### src/rtl/core/arpc_pkg.sv
`timescale 1ns / 1ps

package arpc_pkg;

  // Address widths fixed by Ethernet and IPv4.
  localparam int unsigned MAC_W   = 48;
  localparam int unsigned IP_W    = 32;
  localparam int unsigned ENTRY_W = IP_W + MAC_W;

  localparam int unsigned CACHE_ENTRIES_DEF = 16;

  // Configuration port.
  localparam int unsigned CFG_W     = MAC_W;
  localparam int unsigned CFG_IDX_W = 1;
  localparam logic [CFG_IDX_W-1:0] REG_OWN_MAC = 1'b0;
  localparam logic [CFG_IDX_W-1:0] REG_OWN_IP  = 1'b1;

  localparam logic [15:0] PROTO_IPV4   = 16'h0800;
  localparam logic [15:0] ARP_OP_REQ   = 16'd1;
  localparam logic [7:0]  BCAST_OCTET  = 8'd255;
  localparam logic [MAC_W-1:0] MAC_BCAST = {6{BCAST_OCTET}};

  // Result kinds.
  localparam logic [2:0] KIND_UNSUP   = 3'd0;
  localparam logic [2:0] KIND_LEARN   = 3'd1;
  localparam logic [2:0] KIND_REPLY   = 3'd2;
  localparam logic [2:0] KIND_HIT     = 3'd3;
  localparam logic [2:0] KIND_REQUEST = 3'd4;

  // Opcodes of emitted frames.
  localparam logic [1:0] OP_NONE  = 2'd0;
  localparam logic [1:0] OP_REQ   = 2'd1;
  localparam logic [1:0] OP_REPLY = 2'd2;

  localparam logic CMD_PACKET = 1'b0;
  localparam logic CMD_LOOKUP = 1'b1;

  typedef struct packed {
    logic             command;
    logic [15:0]      proto_type;
    logic [15:0]      arp_opcode;
    logic [MAC_W-1:0] sender_mac;
    logic [IP_W-1:0]  sender_ip;
    logic [IP_W-1:0]  target_ip;
    logic [IP_W-1:0]  query_ip;
  } in_item_t;

  typedef struct packed {
    logic [2:0]       result_kind;
    logic [1:0]       frame_opcode;
    logic [MAC_W-1:0] frame_dest_mac;
    logic [MAC_W-1:0] frame_target_mac;
    logic [IP_W-1:0]  frame_target_ip;
    logic [MAC_W-1:0] found_mac;
    logic             table_full;
  } out_item_t;

  typedef struct packed {
    logic load;
    logic scan;
    logic update;
  } dp_cmd_t;

  typedef struct packed {
    logic scan_end;
  } dp_sts_t;

  typedef enum logic [1:0] {
    ST_IDLE,
    ST_SCAN,
    ST_UPDATE,
    ST_OUT
  } state_e;

endpackage

### src/rtl/core/arpc_stream_if.sv
`timescale 1ns / 1ps

interface arpc_stream_if #(
  parameter type T = logic
) ();
  logic valid;
  logic ready;
  T     data;

  modport source (output valid, output data, input ready);
  modport sink (input valid, input data, output ready);
endinterface

### src/rtl/core/arpc_ram.sv
`timescale 1ns / 1ps

module arpc_ram #(
  parameter int unsigned WIDTH = 8,
  parameter int unsigned DEPTH = 16,
  localparam int unsigned ADDR_W = (DEPTH > 1) ? $clog2(DEPTH) : 1
) (
  input  logic              clk_i,
  input  logic              we_i,
  input  logic [ADDR_W-1:0] waddr_i,
  input  logic [WIDTH-1:0]  wdata_i,
  input  logic              re_i,
  input  logic [ADDR_W-1:0] raddr_i,
  output logic [WIDTH-1:0]  rdata_o
);

  logic [WIDTH-1:0] mem_q [DEPTH];
  logic [WIDTH-1:0] rdata_q;

  always_ff @(posedge clk_i) begin
    if (we_i) begin
      mem_q[waddr_i] <= wdata_i;
    end
  end

  always_ff @(posedge clk_i) begin
    if (re_i) begin
      rdata_q <= mem_q[raddr_i];
    end
  end

  assign rdata_o = rdata_q;

endmodule

### src/rtl/core/arpc_ctrl.sv
`timescale 1ns / 1ps

module arpc_ctrl (
  input  logic              clk_i,
  input  logic              rst_ni,
  input  logic              in_valid_i,
  output logic              in_ready_o,
  output logic              out_valid_o,
  input  logic              out_ready_i,
  input  arpc_pkg::dp_sts_t sts_i,
  output arpc_pkg::dp_cmd_t cmd_o
);
  import arpc_pkg::*;

  state_e state_q, state_d;

  always_ff @(posedge clk_i or negedge rst_ni) begin
    if (!rst_ni) begin
      state_q <= ST_IDLE;
    end else begin
      state_q <= state_d;
    end
  end

  always_comb begin
    state_d     = state_q;
    cmd_o       = '0;
    in_ready_o  = 1'b0;
    out_valid_o = 1'b0;
    unique case (state_q)
      ST_IDLE: begin
        in_ready_o = 1'b1;
        if (in_valid_i) begin
          cmd_o.load = 1'b1;
          state_d    = ST_SCAN;
        end
      end
      ST_SCAN: begin
        cmd_o.scan = 1'b1;
        if (sts_i.scan_end) begin
          state_d = ST_UPDATE;
        end
      end
      ST_UPDATE: begin
        cmd_o.update = 1'b1;
        state_d      = ST_OUT;
      end
      ST_OUT: begin
        out_valid_o = 1'b1;
        if (out_ready_i) begin
          state_d = ST_IDLE;
        end
      end
      default: begin
        state_d = ST_IDLE;
      end
    endcase
  end

endmodule

### src/rtl/core/arpc_dp.sv
`timescale 1ns / 1ps

module arpc_dp #(
  parameter int unsigned CACHE_ENTRIES = arpc_pkg::CACHE_ENTRIES_DEF
) (
  input  logic                           clk_i,
  input  logic                           rst_ni,
  input  logic                           cfg_we_i,
  input  logic [arpc_pkg::CFG_IDX_W-1:0] cfg_idx_i,
  input  logic [arpc_pkg::CFG_W-1:0]     cfg_wdata_i,
  input  arpc_pkg::in_item_t             item_i,
  input  arpc_pkg::dp_cmd_t              cmd_i,
  output arpc_pkg::dp_sts_t              sts_o,
  output arpc_pkg::out_item_t            result_o
);
  import arpc_pkg::*;

  localparam int unsigned IDX_W = (CACHE_ENTRIES > 1) ? $clog2(CACHE_ENTRIES) : 1;
  localparam logic [IDX_W-1:0] LAST_IDX = IDX_W'(CACHE_ENTRIES - 1);

  logic [MAC_W-1:0] own_mac_q;
  logic [IP_W-1:0]  own_ip_q;

  in_item_t         item_q;
  logic [IP_W-1:0]  key;

  logic             valid_q [CACHE_ENTRIES];
  logic             iss_q;
  logic [IDX_W-1:0] rd_idx_q;
  logic             cmp_vld_q;
  logic [IDX_W-1:0] cmp_idx_q;
  logic             hit_q;
  logic [IDX_W-1:0] slot_q;
  logic [MAC_W-1:0] mac_q;
  logic             free_found_q;
  logic [IDX_W-1:0] free_idx_q;

  logic               ram_we;
  logic [IDX_W-1:0]   ram_waddr;
  logic [ENTRY_W-1:0] ram_wdata;
  logic               ram_re;
  logic [ENTRY_W-1:0] ram_rdata;
  logic [IP_W-1:0]    rd_ip;
  logic [MAC_W-1:0]   rd_mac;

  logic      match;
  logic      pkt_ok;
  logic      to_us;
  logic      set_valid;
  out_item_t res_d, res_q;

  always_ff @(posedge clk_i or negedge rst_ni) begin
    if (!rst_ni) begin
      own_mac_q <= '0;
      own_ip_q  <= '0;
    end else if (cfg_we_i) begin
      unique case (cfg_idx_i)
        REG_OWN_MAC: own_mac_q <= cfg_wdata_i;
        REG_OWN_IP:  own_ip_q  <= cfg_wdata_i[IP_W-1:0];
        default: begin
        end
      endcase
    end
  end

  always_ff @(posedge clk_i) begin
    if (cmd_i.load) begin
      item_q <= item_i;
    end
  end

  assign key = (item_q.command == CMD_LOOKUP) ? item_q.query_ip : item_q.sender_ip;

  // Read addresses are issued one a cycle; the compare runs in the cycle after each
  // read address because the table read is registered.
  assign ram_re = cmd_i.scan && iss_q;
  assign rd_ip  = ram_rdata[ENTRY_W-1 -: IP_W];
  assign rd_mac = ram_rdata[MAC_W-1:0];
  assign match  = cmp_vld_q && valid_q[cmp_idx_q] && (rd_ip == key);

  assign sts_o.scan_end = match || (cmp_vld_q && (cmp_idx_q == LAST_IDX));

  always_ff @(posedge clk_i or negedge rst_ni) begin
    if (!rst_ni) begin
      iss_q        <= 1'b0;
      rd_idx_q     <= '0;
      cmp_vld_q    <= 1'b0;
      cmp_idx_q    <= '0;
      hit_q        <= 1'b0;
      free_found_q <= 1'b0;
    end else if (cmd_i.load) begin
      iss_q        <= 1'b1;
      rd_idx_q     <= '0;
      cmp_vld_q    <= 1'b0;
      hit_q        <= 1'b0;
      free_found_q <= 1'b0;
    end else begin
      cmp_vld_q <= ram_re;
      cmp_idx_q <= rd_idx_q;
      if (ram_re) begin
        if (rd_idx_q == LAST_IDX) begin
          iss_q <= 1'b0;
        end else begin
          rd_idx_q <= rd_idx_q + 1'b1;
        end
      end
      if (cmd_i.scan && match) begin
        hit_q <= 1'b1;
      end
      if (cmd_i.scan && cmp_vld_q && !valid_q[cmp_idx_q] && !free_found_q) begin
        free_found_q <= 1'b1;
      end
    end
  end

  always_ff @(posedge clk_i) begin
    if (cmd_i.scan && match) begin
      slot_q <= cmp_idx_q;
      mac_q  <= rd_mac;
    end
    if (cmd_i.scan && cmp_vld_q && !valid_q[cmp_idx_q] && !free_found_q) begin
      free_idx_q <= cmp_idx_q;
    end
  end

  assign pkt_ok    = (item_q.command == CMD_PACKET) && (item_q.proto_type == PROTO_IPV4);
  assign to_us     = (item_q.target_ip == own_ip_q);
  assign set_valid = cmd_i.update && pkt_ok && !hit_q && to_us && free_found_q;
  assign ram_we    = (cmd_i.update && pkt_ok && hit_q) || set_valid;
  assign ram_waddr = hit_q ? slot_q : free_idx_q;
  assign ram_wdata = {item_q.sender_ip, item_q.sender_mac};

  for (genvar g = 0; g < CACHE_ENTRIES; g++) begin : g_valid
    always_ff @(posedge clk_i or negedge rst_ni) begin
      if (!rst_ni) begin
        valid_q[g] <= 1'b0;
      end else if (set_valid && (free_idx_q == IDX_W'(g))) begin
        valid_q[g] <= 1'b1;
      end
    end
  end

  arpc_ram #(
    .WIDTH (ENTRY_W),
    .DEPTH (CACHE_ENTRIES)
  ) u_table (
    .clk_i   (clk_i),
    .we_i    (ram_we),
    .waddr_i (ram_waddr),
    .wdata_i (ram_wdata),
    .re_i    (ram_re),
    .raddr_i (rd_idx_q),
    .rdata_o (ram_rdata)
  );

  always_comb begin
    res_d = '0;
    if (item_q.command == CMD_LOOKUP) begin
      if (hit_q) begin
        res_d.result_kind = KIND_HIT;
        res_d.found_mac   = mac_q;
      end else begin
        res_d.result_kind     = KIND_REQUEST;
        res_d.frame_opcode    = OP_REQ;
        res_d.frame_dest_mac  = MAC_BCAST;
        res_d.frame_target_ip = item_q.query_ip;
      end
    end else if (!pkt_ok) begin
      res_d.result_kind = KIND_UNSUP;
    end else if (!to_us) begin
      res_d.result_kind = KIND_LEARN;
    end else begin
      res_d.table_full = !hit_q && !free_found_q;
      if (item_q.arp_opcode == ARP_OP_REQ) begin
        res_d.result_kind      = KIND_REPLY;
        res_d.frame_opcode     = OP_REPLY;
        res_d.frame_dest_mac   = item_q.sender_mac;
        res_d.frame_target_mac = item_q.sender_mac;
        res_d.frame_target_ip  = item_q.sender_ip;
      end else begin
        res_d.result_kind = KIND_LEARN;
      end
    end
  end

  always_ff @(posedge clk_i) begin
    if (cmd_i.update) begin
      res_q <= res_d;
    end
  end

  assign result_o = res_q;

endmodule

### src/rtl/core/arp_responder_cache.sv
`timescale 1ns / 1ps
// A result is valid once the cache scan has ended and the table update is done; the scan
// ends early when the address is found in the cache.
// One item at a time: a new item is not taken until the last result has been taken, and
// the cache RAM is scanned one entry a cycle for each item.
// Reset is asynchronous and active low; it clears all valid bits and both address
// registers at once, so no clearing pass is needed.

module arp_responder_cache #(
  parameter int unsigned CACHE_ENTRIES = arpc_pkg::CACHE_ENTRIES_DEF
) (
  input  logic                           clk_i,
  input  logic                           rst_ni,
  input  logic                           cfg_we_i,
  input  logic [arpc_pkg::CFG_IDX_W-1:0] cfg_idx_i,
  input  logic [arpc_pkg::CFG_W-1:0]     cfg_wdata_i,
  arpc_stream_if.sink                    item_i,
  arpc_stream_if.source                  result_o
);
  import arpc_pkg::*;

  dp_cmd_t cmd;
  dp_sts_t sts;

  arpc_ctrl u_ctrl (
    .clk_i       (clk_i),
    .rst_ni      (rst_ni),
    .in_valid_i  (item_i.valid),
    .in_ready_o  (item_i.ready),
    .out_valid_o (result_o.valid),
    .out_ready_i (result_o.ready),
    .sts_i       (sts),
    .cmd_o       (cmd)
  );

  arpc_dp #(
    .CACHE_ENTRIES (CACHE_ENTRIES)
  ) u_dp (
    .clk_i       (clk_i),
    .rst_ni      (rst_ni),
    .cfg_we_i    (cfg_we_i),
    .cfg_idx_i   (cfg_idx_i),
    .cfg_wdata_i (cfg_wdata_i),
    .item_i      (item_i.data),
    .cmd_i       (cmd),
    .sts_o       (sts),
    .result_o    (result_o.data)
  );

`ifndef SYNTHESIS
  // A new item is never taken while a result still waits for its transfer.
  a_no_overlap: assert property (@(posedge clk_i) disable iff (!rst_ni)
    !(item_i.ready && result_o.valid))
    else $error("input ready while a result is pending");

  a_kind_range: assert property (@(posedge clk_i) disable iff (!rst_ni)
    result_o.valid |-> (result_o.data.result_kind <= KIND_REQUEST))
    else $error("result kind out of range");

  a_no_frame: assert property (@(posedge clk_i) disable iff (!rst_ni)
    (result_o.valid && (result_o.data.result_kind == KIND_UNSUP ||
                        result_o.data.result_kind == KIND_LEARN ||
                        result_o.data.result_kind == KIND_HIT))
    |-> (result_o.data.frame_opcode == OP_NONE))
    else $error("frame opcode set for a result that sends nothing");

  a_full_kind: assert property (@(posedge clk_i) disable iff (!rst_ni)
    (result_o.valid && result_o.data.table_full)
    |-> (result_o.data.result_kind == KIND_LEARN ||
         result_o.data.result_kind == KIND_REPLY))
    else $error("table full flagged on a result without an insert");
`endif

endmodule

### src/flat_wrapper.sv
// flat-port wrapper written by rule: the top's interface ports become plain ports
module arp_responder_cache_flat import arpc_pkg::*;
#(
  parameter int unsigned CACHE_ENTRIES = arpc_pkg::CACHE_ENTRIES_DEF
)
  (clk_i, rst_ni, cfg_we_i, cfg_idx_i, cfg_wdata_i, item_i_valid, item_i_data, item_i_ready, result_o_valid, result_o_data, result_o_ready);
  arpc_stream_if #(.T(in_item_t)) item_i_i ();
  arpc_stream_if #(.T(out_item_t)) result_o_i ();
  input  logic clk_i;
  input  logic rst_ni;
  input  logic cfg_we_i;
  input  logic [arpc_pkg::CFG_IDX_W-1:0] cfg_idx_i;
  input  logic [arpc_pkg::CFG_W-1:0] cfg_wdata_i;
  input wire logic [$bits(item_i_i.valid)-1:0] item_i_valid;
  input wire logic [$bits(item_i_i.data)-1:0] item_i_data;
  output wire logic [$bits(item_i_i.ready)-1:0] item_i_ready;
  output wire logic [$bits(result_o_i.valid)-1:0] result_o_valid;
  output wire logic [$bits(result_o_i.data)-1:0] result_o_data;
  input wire logic [$bits(result_o_i.ready)-1:0] result_o_ready;
  assign item_i_i.valid = item_i_valid;
  assign item_i_i.data = item_i_data;
  assign item_i_ready = item_i_i.ready;
  assign result_o_valid = result_o_i.valid;
  assign result_o_data = result_o_i.data;
  assign result_o_i.ready = result_o_ready;
  arp_responder_cache #(.CACHE_ENTRIES(CACHE_ENTRIES)) u_core (.clk_i(clk_i), .rst_ni(rst_ni), .cfg_we_i(cfg_we_i), .cfg_idx_i(cfg_idx_i), .cfg_wdata_i(cfg_wdata_i), .item_i(item_i_i), .result_o(result_o_i));
endmodule
### config.mk
export PLATFORM = sky130hd
export DESIGN_NAME = arp_responder_cache_flat
export DESIGN_NICKNAME = d
export VERILOG_FILES = /design/src/rtl/core/arpc_pkg.sv /design/src/rtl/core/arpc_stream_if.sv /design/src/rtl/core/arpc_ram.sv /design/src/rtl/core/arpc_ctrl.sv /design/src/rtl/core/arpc_dp.sv /design/src/rtl/core/arp_responder_cache.sv /design/src/flat_wrapper.sv
export SDC_FILE = /design/constraint.sdc
export NUM_CORES = 2
export LEC_CHECK = 0
export ABC_AREA = 1
export BUFFER_PORTS_ARGS = -buffer_cell sky130_fd_sc_hd__buf_2
export CAP_MARGIN = 20
export CORE_MARGIN = 10
export CORE_UTILIZATION = 50
export CTS_BUF_LIST = sky130_fd_sc_hd__clkbuf_8
export CTS_CLUSTER_DIAMETER = 200
export DETAILED_ROUTE_END_ITERATION = 10
export PLACE_DENSITY = 0.77
export SYNTH_ARGS = -nofsm -noshare
export SYNTH_HDL_FRONTEND = slang
export SYNTH_SLANG_ARGS = --single-unit
### constraint.sdc
create_clock -name clk_i -period 9.9 [get_ports clk_i]
set_clock_uncertainty 0.1 [all_clocks]
set_input_delay 1.485 -clock clk_i [delete_from_list [all_inputs] [get_ports clk_i]]
set_output_delay 1.485 -clock clk_i [all_outputs]
set_load 0.05 [all_outputs]
# Yosys cells after proc, flatten, opt, wreduce, memory -nomap -nowiden
# Memories as Yosys holds them, arrays and structs flattened. A register that Yosys moved wholly into a read port is not among the register bits.
# Index checks and enable logic that the tools add are counted.
[classes]
n_bitwise = 5
n_reduce_logical = 49
order_cmp = 1
n_addsub = 1
muxes = 39
n_eq_ne = 28
[ops]
columns = ["cell", "n"]
rows = [
  ["2-to-1 mux 130 bit", 3],
  ["2-to-1 mux 32 bit", 3],
  ["equality test 32 bit", 2],
  ["2-to-1 mux 53 bit", 1],
  ["2-to-1 mux 49 bit", 1],
  ["equality test 4 bit (second input constant)", 10],
  ["logical AND 1 bit", 31],
  ["2-to-1 mux 1 bit", 18],
  ["equality test 16 x 1 -> 1 bit (second input constant)", 1],
  ["equality test 16 x 12 -> 1 bit (second input constant)", 1],
  ["equality test 4 x 3 -> 1 bit (second input constant)", 4],
  ["2-to-1 mux 4 bit", 4],
  ["2-to-1 mux 2 bit", 6],
  ["equality test 4 x 2 -> 1 bit (second input constant)", 2],
  ["one-hot mux 2 bit (4 select lines)", 1],
  ["AND reduction 2 bit", 4],
  ["nonzero test 2 bit", 4],
  ["greater-or-equal comparator 5 bit (second input constant)", 1],
  ["inverter 4 -> 5 bit", 1],
  ["adder 4 x 1 -> 4 bit (second input constant)", 1],
  ["binary-select mux 1 bit (select 4 bit)", 1],
  ["equality test 2 bit (second input constant)", 2],
  ["equality test 4 x 1 -> 1 bit (second input constant)", 1],
  ["zero test 4 bit", 1],
  ["other kinds (11)", 19],
]
[totals]
mem_count = 1
word_cells = 165
mem_bits_rw = 1280
regBits = 477
[mem_list]
columns = ["memory", "words", "word_bits", "rd", "rd_clocked_by_memory_dff", "write_ports", "line", "text"]
rows = [
  ["u_core.u_dp.u_table.mem_q", 16, 80, 1, 1, 1, "arpc_ram.sv:17", "logic [WIDTH-1:0] mem_q [DEPTH];"],
]

# Logic depth before layout (Yosys ltp)
[logic_depth]
word_depth = 9
mapped_depth = 17
ltp_nobuf = 15

# Modules after synthesis
# From an unflattened synthesis, not the netlist that was laid out.
[hier_totals]
cells_unflattened = 6838
area_unflattened_um2 = 75971.6
[modules_own_cells]
columns = ["module", "area_each_um2", "cells_per_inst", "n_inst"]
rows = [
  ["arpc_ram", 56995.9, 5255, 1],
  ["arpc_dp", 18781.8, 1557, 1],
  ["arpc_ctrl", 193.9, 26, 1],
]

# Worst setup path before layout
# No wires, ideal clock.
[synth_timing]
path_kind = "reg-to-reg"
startpoint = "reg u_core.u_ctrl.state_q[0]"
endpoint = "mem u_core.u_dp.u_table.mem_q[0][0] (netlist bit) (enable)"
path_stages_with_launch = 9
t_arrival_ns = 8.867
n_path_buf = 0
slack_ns = 0.414
t_required_ns = 9.281
path_cell_list = "dfrtp_1 -> inv_1 -> ha_1 -> nand2_1 -> nor3_1 -> nand3_1 -> nand2_1 -> nand3_1 -> nor2_1"
[synth_via]
elab_chain_cells = 9
word_cells_on_any_way = 10
[synth_rtl]
columns = ["element", "line", "text"]
rows = [
  ["from (decl)", "arpc_ctrl.sv:15", "state_e state_q, state_d;"],
  ["from (signal assigned)", "arpc_ctrl.sv:21", "state_q <= state_d;"],
  ["equality test 2 bit (*)", "arpc_ctrl.sv:30", "unique case (state_q)"],
  ["2-to-1 mux 1 bit (*)", "arpc_ctrl.sv:30", ""],
  ["logical AND 1 bit (*)", "arpc_dp.sv:128, arpc_dp.sv:129", ""],
  ["logical AND 1 bit (3 in series)", "arpc_dp.sv:128", "assign set_valid = cmd_i.update && pkt_ok && !hit_q && to_us && free_found_q;"],
  ["logical OR 1 bit (*)", "arpc_dp.sv:129", "assign ram_we = (cmd_i.update && pkt_ok && hit_q) || set_valid;"],
  ["2-to-1 mux 1 bit (*)", "arpc_ram.sv:21", "if (we_i) begin"],
  ["2-to-1 mux 1 bit (implied by the code) (*)", "arpc_ram.sv:22", "mem_q[waddr_i] <= wdata_i;"],
  ["to (decl)", "arpc_ram.sv:17", ""],
]
# Every way passes the cells marked *; elsewhere a longest branch is shown, timed or not.

# Worst setup path after layout
[layout_timing]
startpoint = "reg u_core.u_ctrl.state_q[0]"
endpoint = "mem u_core.u_dp.u_table.mem_q[13][36] (netlist bit) (enable)"
# Same word-level chain as after synthesis.

==> results by group <==
Power
  • Sequential share of power: 0.481
  • Comb pwr share: 0.230
  • Internal power: 14.1 mW
  • Lkg Pwr: 27.6 nW
  • Sw power: 6.95 mW
  • Worst VDD drop: 0.257 mV
  • Pwr/cell area: 265 nW/um^2
  • Net Sw Frac: 0.330
  • Clock Power Share: 0.289

Floorplan
  • Starting Density: 0.503
  • Row count: 137
  • Die area: 156000 um^2
  • Die Y: 395 um
  • Die Width: 395 um
  • Ports: 415
  • Placeable Area: 139000 um^2

Routing
  • DRC: 0
  • Iter 0 DRT Violations: 5076
  • Detailed Route WL: 170000 um
  • Drt wl/cell: 23.0 um
  • Pre-antenna DRT Iters: 5
  • Vias per cell: 5.70
  • Via count: 42.1k
  • Antenna-violating nets left: 0

Clock network
  • CTS tree: done
  • H-tree level count: 5
  • Resized cells post-CTS: 0
  • CTS root buf: clkbuf_8
  • Post-CTS Hold Buffers: 0
  • CTS sink count: 1836
  • Worst-path clk slew: 70 ps
  • Clk_lat worst skew: 1020 ps
  • Clock Path Buffers: 4
  • Number of post-CTS setup repair buffers: 0
  • TritonCTS buffer count: 306

Logic synthesis
  • Top_reg_cell synth: edfxtp_1
  • Mapped Area: 70100 um^2
  • Post-synthesis xor/xnor area fraction: 0.00287
  • Gate Count Post-Synth: 4810
  • Ys Warns: 0
  • Synth Area in Compound Gates: 0.0772
  • Syn avg cell area: 14.6 um^2
  • Synth top area cells: edfxtp_1, nor2_1, o21ai_0
  • Register area share after synthesis: 0.782
  • Main combinational cell family by area after synthesis: simple AND/OR/NAND/NOR gates
  • Fraction of the mapped netlist area in adder cells: 0.000892
  • Synth Register Bits: 1836
  • Simple-gate share of the synthesized area: 0.0869
  • Synth Net Count: 5046
  • Synth top area share: 0.759
  • Mux cell area share after synthesis: 0.0216
  • Yosys top cell by area: edfxtp_1
  • Post-synth cell types: 43
  • Post-synth EDFFs: 1774
  • Async S/R FF share, synth: 0.0338

STA
  • Final Hold Fails: 0
  • Fmax: 207 MHz
  • Tcrit/Tclk final: 0.488
  • Setup tns final: 0 ps
  • Worst hold slack: 266 ps
  • Least-Margin Pin Slew: 1390 ps
  • Final setup fails: 0
  • Max_slew headroom: 0.0730
  • Unrepaired setup endpoints after global routing: no
  • Final Max Slew Viols: 0
  • Fin crit period: 4840 ps

Setup path
  • CP startpoint: u_core.u_ctrl.state_q[0]$_DFFE_PN0P_
  • CP Data Required Time: 10370 ps
  • R2R setup slack: 5060 ps
  • Worst-path maximum fanout: 63
  • FF-to-FF Start: u_core.u_ctrl.state_q[0]$_DFFE_PN0P_
  • CP endpoint kind: register
  • Worst Path Arrival: 5310 ps
  • Worst setup SP type: register
  • Crit path kind: register to register

Global routing
  • Initial antenna violation count: 8
  • GR Overflow Total: 0
  • First-pass GRT wire length: 253000 um
  • Largest net degree at the start of global routing: 291
  • Gr usage total: 0.211
  • Vias in the first global route: 41.2k

Finish
  • Most frequent cells in the layout: edfxtp_1, nor2_1, nand2_1
  • Nets: 5536
  • Layout cells sized above 1: 0.167
  • Utilization after layout: 0.569
  • Fillers: 10.6k
  • Area delta synth->final: 13.1%
  • Commonest non-fill, non-tap cell in the layout: edfxtp_1

Worst hold path
  • Hold Startpoint: u_core.u_dp.u_table.rdata_o[47]$_DFFE_PP_
  • HP Class: register to register

Outcome
  • Status: finished, final reports clean

Placed design
  • Port Buf Inserts: 398
  • Half-perimeter wire length after placement: 90200 um
  • Final RePlAce weighted congestion: 0.839

Run
  • Total of max-cap violations: 0
==> metal layers <==
layer	global-route usage	share of wire
met4	0.0704	0.026
met1	0.293	0.40
met5	0	0
met3	0.0459	0.10
met2	0.332	0.47
==> flip-flops by register name, indices dropped and copies added, names as in the netlist, 16 cells and up <==
| signal | count |
|---|---|
| u_core.u_dp.item_q | 177 |
| u_core.u_dp.mac_q | 48 |
| u_core.u_dp.own_ip_q | 32 |
| u_core.u_dp.result_o | 181 |
| u_core.u_dp.u_table.mem_q | 1280 |
| u_core.u_dp.u_table.rdata_o | 80 |
| u_core.u_dp.valid_q | 16 |
==> logic make-up (layout without fill, tap and decap cells) <==
logic type	Yosys count	in the layout
flip-flops	1836	1836
AND/OR/NAND/NOR	1527	1527
AO/OA/AOI/OAI	809	809
buffers and inverters	461	1159
multiplexers	149	149
XOR/XNOR	23	23
adder cells (fa/ha/maj)	5	5
other	0	3
==> power groups by stage <==
| stage | Clock (mW) | Sequential (mW) | Combinational, mW |
|---|---|---|---|
| 2_1_floorplan | 0 | 10.8 | 2.89 |
| 3_5_place_dp | 0 | 10.3 | 4.81 |
| 6_report | 6.07 | 10.1 | 4.84 |
| 5_1_grt | 6.57 | 10.2 | 5.25 |
| 3_3_place_gp | 0 | 10.2 | 4.69 |
| 4_1_cts | 6.19 | 10.1 | 4.83 |
==> cell type report <==
class	count	area, um^2	area share
flip-flops and latches	1836	54800	0.691
multi-input cells	2513	13500	0.170
clock buffers	313	4310	0.0543
repair buffers	465	2550	0.0322
well taps	1876	2350	0.0296
clock inverters	203	1110	0.0139
inverters	178	701	0.00883
diodes	3	7.51	0.0000947
==> per-stage QoR <==
stage	worst slack, ps	std cells	area (um^2)	power, mW
after floorplan	414	4810	70100	13.7
after global placement	5220	6866	73800	14.9
after detailed placement	5040	6867	73900	15.1
after CTS	5010	7383	79300	21.1
after global routing	4730	7385	79300	22.0
final	5060	7387	79300	21.0
==> critical path, stage by stage (launching register included) <==
cell and delay, ps:
dfrtp_1 410, inv_1 130, ha_4 700, nand2_1 100, nor3_1 210, nand3_1 110
nand2_1 220, nand3_1 350, nor2_4 630, buf_4 510, buf_4 860
==> synth_stat cells, types with 2 or more instances <==
master,number
a21oi_1,13
buf_1,18
buf_2,61
buf_4,7
buf_6,25
clkbuf_1,171
dfrtp_1,62
edfxtp_1,1774
ha_1,5
inv_1,170
inv_2,6
inv_4,2
mux2_2,21
mux2i_1,128
nand2_1,430
nand2_2,2
nand3_1,177
nand3b_1,7
nand4_1,5
nor2_1,869
nor2_2,4
nor3_1,8
nor3_2,5
nor4_1,6
o211ai_1,32
o21ai_0,377
o21ai_1,39
o21ai_2,14
o21bai_1,7
o221ai_1,128
o22ai_1,2
o32ai_1,192
or2_0,3
or2_1,7
or2_2,4
xnor2_1,8
xor2_1,15
==> path summary, 6_finish.rpt <==
path,to,cells past startpoint
max,u_core.u_dp.u_table.mem_q[13][36]$_DFFE_PP_,10
min,u_core.u_dp.mac_q[47]$_DFFE_PP_,0
max reg2reg,u_core.u_dp.u_table.mem_q[13][36]$_DFFE_PP_,10
min reg2reg,u_core.u_dp.mac_q[47]$_DFFE_PP_,0
max in group asynchronous,u_core.u_dp.rd_idx_q[2]$_DFFE_PN0P_,2
min in group asynchronous,u_core.u_dp.own_ip_q[28]$_DFFE_PN0P_,2
Note: power is estimated with default switching activity, not from simulation.
